[src/hdl/hcnl_pkg.sv]
// shared types and constants for the hall calibration nearest lookup
`timescale 1ns / 1ps
`default_nettype none

package hcnl_pkg;

	localparam int READING_W = 16;
	localparam int INDEX_W   = 6;
	localparam int SUM_W     = 2 * READING_W + 1;
	localparam int ROOT_W    = READING_W + 1;
	localparam int SQRT_STEPS = (SUM_W + 1) / 2;

	localparam logic [1:0] OP_WRITE   = 2'd0;
	localparam logic [1:0] OP_LIST    = 2'd1;
	localparam logic [1:0] OP_NEAREST = 2'd2;

	typedef struct packed {
		logic [1:0]           opcode;
		logic [INDEX_W-1:0]   entry_index;
		logic [READING_W-1:0] reading_zero;
		logic [READING_W-1:0] reading_one;
		logic [READING_W-1:0] reading_two;
		logic [READING_W-1:0] reading_three;
		logic [1:0]           column_a;
		logic [1:0]           column_b;
		logic [READING_W-1:0] target_a;
		logic [READING_W-1:0] target_b;
	} query_beat_t;

	typedef struct packed {
		logic [READING_W-1:0] sorted_value;
		logic [INDEX_W-1:0]   nearest_index;
		logic                 last_result;
	} result_beat_t;

	typedef enum logic [2:0] {
		ST_IDLE,
		ST_LIST_SCAN,
		ST_LIST_EMIT,
		ST_NEAR_SCAN,
		ST_NEAR_EMIT
	} state_t;

	typedef struct packed {
		logic load;
		logic mem_write;
		logic scan_start;
		logic list_clear;
		logic list_advance;
	} ctrl_cmd_t;

	typedef struct packed {
		logic list_done;
		logic list_last;
		logic near_done;
	} dp_status_t;

endpackage

`default_nettype wire

[src/hdl/hcnl_ctrl.sv]
// operation sequencer: accepts beats, starts scans, presents results
`timescale 1ns / 1ps
`default_nettype none

module hcnl_ctrl
	import hcnl_pkg::*;
(
	input  wire logic       clk,
	input  wire logic       arst_n,
	input  wire logic       in_valid,
	input  wire logic [1:0] opcode,
	output logic            in_ready,
	output logic            out_valid,
	input  wire logic       out_ready,
	input  wire dp_status_t status,
	output ctrl_cmd_t       cmd
);

	state_t state_q;
	state_t state_next;

	always_ff @(posedge clk or negedge arst_n) begin
		if (!arst_n) begin
			state_q <= ST_IDLE;
		end else begin
			state_q <= state_next;
		end
	end

	always_comb begin
		state_next = state_q;
		case (state_q)
			ST_IDLE: begin
				if (in_valid && (opcode == OP_LIST)) begin
					state_next = ST_LIST_SCAN;
				end else if (in_valid && (opcode == OP_NEAREST)) begin
					state_next = ST_NEAR_SCAN;
				end
			end
			ST_LIST_SCAN: begin
				if (status.list_done) begin
					state_next = ST_LIST_EMIT;
				end
			end
			ST_LIST_EMIT: begin
				if (out_ready) begin
					state_next = status.list_last ? ST_IDLE : ST_LIST_SCAN;
				end
			end
			ST_NEAR_SCAN: begin
				if (status.near_done) begin
					state_next = ST_NEAR_EMIT;
				end
			end
			ST_NEAR_EMIT: begin
				if (out_ready) begin
					state_next = ST_IDLE;
				end
			end
			default: state_next = ST_IDLE;
		endcase
	end

	always_comb begin
		in_ready         = 1'b0;
		out_valid        = 1'b0;
		cmd              = '0;
		case (state_q)
			ST_IDLE: begin
				in_ready       = 1'b1;
				cmd.load       = in_valid;
				cmd.mem_write  = in_valid && (opcode == OP_WRITE);
				cmd.list_clear = in_valid && (opcode == OP_LIST);
				cmd.scan_start = in_valid && ((opcode == OP_LIST) || (opcode == OP_NEAREST));
			end
			ST_LIST_EMIT: begin
				out_valid        = 1'b1;
				cmd.list_advance = out_ready && !status.list_last;
				cmd.scan_start   = out_ready && !status.list_last;
			end
			ST_NEAR_EMIT: begin
				out_valid = 1'b1;
			end
			default: begin
				in_ready = 1'b0;
			end
		endcase
	end

endmodule

`default_nettype wire
[config.mk]
export PLATFORM = sky130hd
export DESIGN_NAME = hcnl_ctrl
export DESIGN_NICKNAME = d
export VERILOG_FILES = /design/src/hdl/hcnl_pkg.sv /design/src/hdl/hcnl_ctrl.sv
export SDC_FILE = /design/constraint.sdc
export NUM_CORES = 1
export LEC_CHECK = 0
export BUFFER_PORTS_ARGS = -buffer_cell sky130_fd_sc_hd__buf_2
export CAP_MARGIN = 0
export CELL_PAD_IN_SITES_DETAIL_PLACEMENT = 1
export CELL_PAD_IN_SITES_GLOBAL_PLACEMENT = 2
export CORE_UTILIZATION = 23
export DETAILED_ROUTE_END_ITERATION = 7
export PLACE_DENSITY = 0.86
export SLEW_MARGIN = 20
export SYNTH_ARGS = -nofsm -noshare
export SYNTH_HDL_FRONTEND = slang
export SYNTH_SLANG_ARGS = --single-unit
[constraint.sdc]
create_clock -name clk -period 3.5 [get_ports clk]
set_clock_uncertainty 0.15 [all_clocks]
set_input_delay 0.35 -clock clk [delete_from_list [all_inputs] [get_ports clk]]
set_output_delay 0.35 -clock clk [all_outputs]
set_load 0.01 [all_outputs]
==> metrics.md <==
| Metric | Value |
|---|---|
| RSZ-0062 raised after global routing | `false` |
| Final GP Congestion | `0.673` |
| Synth area leader | `dfrtp_1` |
| CTS clock-pin slew for the worst setup and hold paths | `around 0.040 ns` |
| Pins Over Slew Limit | `0` |
| Layout Nets | `69` |
| Register area share after synthesis | `0.233` |
| Area Overhead vs Synth | `33.9%` |
| Post-CTS Setup Bufs | `0` |
| R2r worst-path depth | `3` |
| DRC Markers | `0` |
| Worst setup EP type | `output pin` |
| Overall power | `about 0.00029 W` |
| CP delay by family, top | `flip-flops` |
| Worst path slowest cell | `dfrtp_1` |
| Vias in the first global route | `303` |
| Type of the worst min-delay path | `input pin to asynchronous set/reset pin` |
| Final core occ | `0.331` |
| Most frequent cells in the layout | `buf_2 (15), inv_1 (5)` |
| Leakage | `about 0.23 nW` |
| Setup TNS | `0 ns` |
| Status | `finished clean` |
| Setup ws final | `1.67 ns` |
| Commonest non-fill, non-tap cell in the layout | `buf_2` |
| WP data required | `around 3 ns` |
| Most flops, register | `state_q` |
| Ports | `16` |
| Net Switching | `0.000120 W` |
| Max reg flops | `3` |
| Pin count of the biggest net entering global routing | `11` |
| Dpl hpwl | `~580 microns` |
| PostCTS Resize Cnt | `0` |
| Dpl cells | `66` |
| Die height | `~39 microns` |
| Die Wd | `about 40 microns` |
| Initial antenna violation count | `0` |
| # diodes | `0` |
| Critical path fanouts, max | `10` |
| Fmax | `about 0.55 GHz` |
| Detailed Route WL | `about 740 microns` |
| Post-route insts no fill | `71` |
| RR Startpoint | `state_q[1]` |
| Clock power share | `0.220` |
| Global-route wire length before repair | `~1200 microns` |
| Path type of the worst setup path | `register to output pin` |
| ANT nets after route | `0` |
| Number of fill cells | `between 150 and 200` |
| Int Power | `approximately 0.00017 W` |
| Hold_buf cts | `1` |
| Sequential Power Share | `0.282` |
| Synth Net Count | `between 50 and 60` |
| Layout cell share with drive strength beyond 1 | `0.375` |
| Netlist cell types | `22` |
| Htree depth | `1` |
| PwrDens | `664 mW/mm^2` |
| Synth area leaders | `dfrtp_1 (23%), ha_1 (12%), inv_1 (5.8%)` |
| Slew margin rel. | `0.800` |
| Buf+Inv Stages, Crit Path | `1` |
| VDD IR-drop max | `between 0.1 and 0.15 mV` |
| Clk buf depth | `2` |
| Die ar. | `0.00155 sq mm` |
| Total grt overflow | `0` |
| CTS sink count | `3` |
| Final min period | `roughly 1.8 ns` |
| Yosys warns | `0` |
| Post-Syn Area | `322 sq um` |
| Core area | `~0.0013 sq mm` |
| Top Registers | `state_q x3` |
| CTS tree | `yes` |
| Initial Util | `0.247` |
| Place WS | `between 1.5 and 2 ns` |
| Endpoints failing setup | `0` |
| Max_cap viols | `0` |
| Synth Area per Inst | `a little over 8 sq um` |
| Initial DRC count | `6` |
| Final Cycle Share | `0.524` |
| #FFs+latches synth | `3` |
| IO Port Bufs | `15` |
| Num rows | `13` |
| CTS root buf | `clkbuf_4` |
| GRT Total Usage | `0.125` |
| Comb power frac | `0.497` |
| Vias | `~330` |
| CP startpoint kind | `register` |
| Final hold vios | `0` |
| Clock Latency Late Sink | `~0.24 ns` |
| DRT Pass-1 Iters | `3` |
| Synth top area share | `0.233` |
| Max incr delay on CP | `between 0.4 and 0.5 ns` |
| Vias/cell | `4.61` |
| Crit-path cells | `and2b_2, nand2_1, a21boi_0, buf_2` |
| Worst Tran Pin Value | `roughly 0.3 ns` |
| DR WL/cell | `around 10 microns` |
| Reg2reg setup slack | `2.10 ns` |
| Syn Inst Count | `39` |
| Sw Ratio | `0.420` |
| Critical Path AT | `1.33 ns` |
| CTS Buf Count | `3` |
| FF-to-FF End | `state_q[1]` |
[power by group through the flow]
stage / Clock (W) / Combinational (W) / Sequential (W)
6_report: 0.0000631 / 0.000142 / 0.0000808
2_1_floorplan: 0 / 0.000141 / 0.0000516
3_5_place_dp: 0 / 0.000143 / 0.0000815
4_1_cts: 0.0000675 / 0.000145 / 0.0000813
5_1_grt: 0.0000701 / 0.000160 / 0.0000855
3_3_place_gp: 0 / 0.000141 / 0.0000821
[synthesized netlist by cell type, drive strengths merged]
cell type	number
inv	5
buf	3
dfrtp	3
ha	3
nand2b	3
nor2	3
nor3	3
and3	2
nand2	2
o21ai	2
a211oi	1
a21boi	1
a21oi	1
a32o	1
and2b	1
nand3b	1
o22ai	1
o311a	1
or4b	1
xnor2	1
[area by class of cell]
cell class / count / area [sq um] / area share
Multi-Input combinational cell: 28 / 206 / 0.480
Timing Repair Buffer: 16 / 85.1 / 0.198
Sequential cell: 3 / 75.1 / 0.174
Clock buffer: 4 / 26.3 / 0.0610
Inverter: 5 / 18.8 / 0.0436
Tap cell: 15 / 18.8 / 0.0436
[kinds of logic after synthesis]
| family | Yosys count | synth area share |
|---|---|---|
| and+or+nand+nor | 16 | 0.307 |
| buffers and inverters | 8 | 0.125 |
| adders and majority gates | 3 | 0.117 |
| xor gates and xnor gates | 1 | 0.0272 |
| AOI/OAI and AO/OA | 8 | 0.191 |
| DFF | 3 | 0.233 |
[routing by layer]
layer  GRT usage  wire (microns)
met2       0.183             335
met5           0               0
met3      0.0511              34
met4       0.129              22
met1       0.128             352
[metrics by stage]
step	hold slack, ns	instance area, sq um
after floorplan	-0.0956	322
final	0.277	430
after global routing	0.276	430
after global placement	-0.00412	394
after CTS	0.265	430
after detailed placement	-0.00260	394
[worst max-delay path by stage]
stage                    start  endpoint  slack, ns  depth (start not counted)
finish              state_q[1]    cmd[2]       1.67                          4
global placement     opcode[0]    cmd[2]       1.90                          6
detailed placement   opcode[1]    cmd[2]       1.89                          6
CTS                 state_q[1]    cmd[2]       1.64                          4
floorplan           state_q[1]    cmd[2]       1.97                          4
global route        state_q[1]    cmd[2]       1.56                          4
No activity file was read; power rests on OpenSTA's default activity.
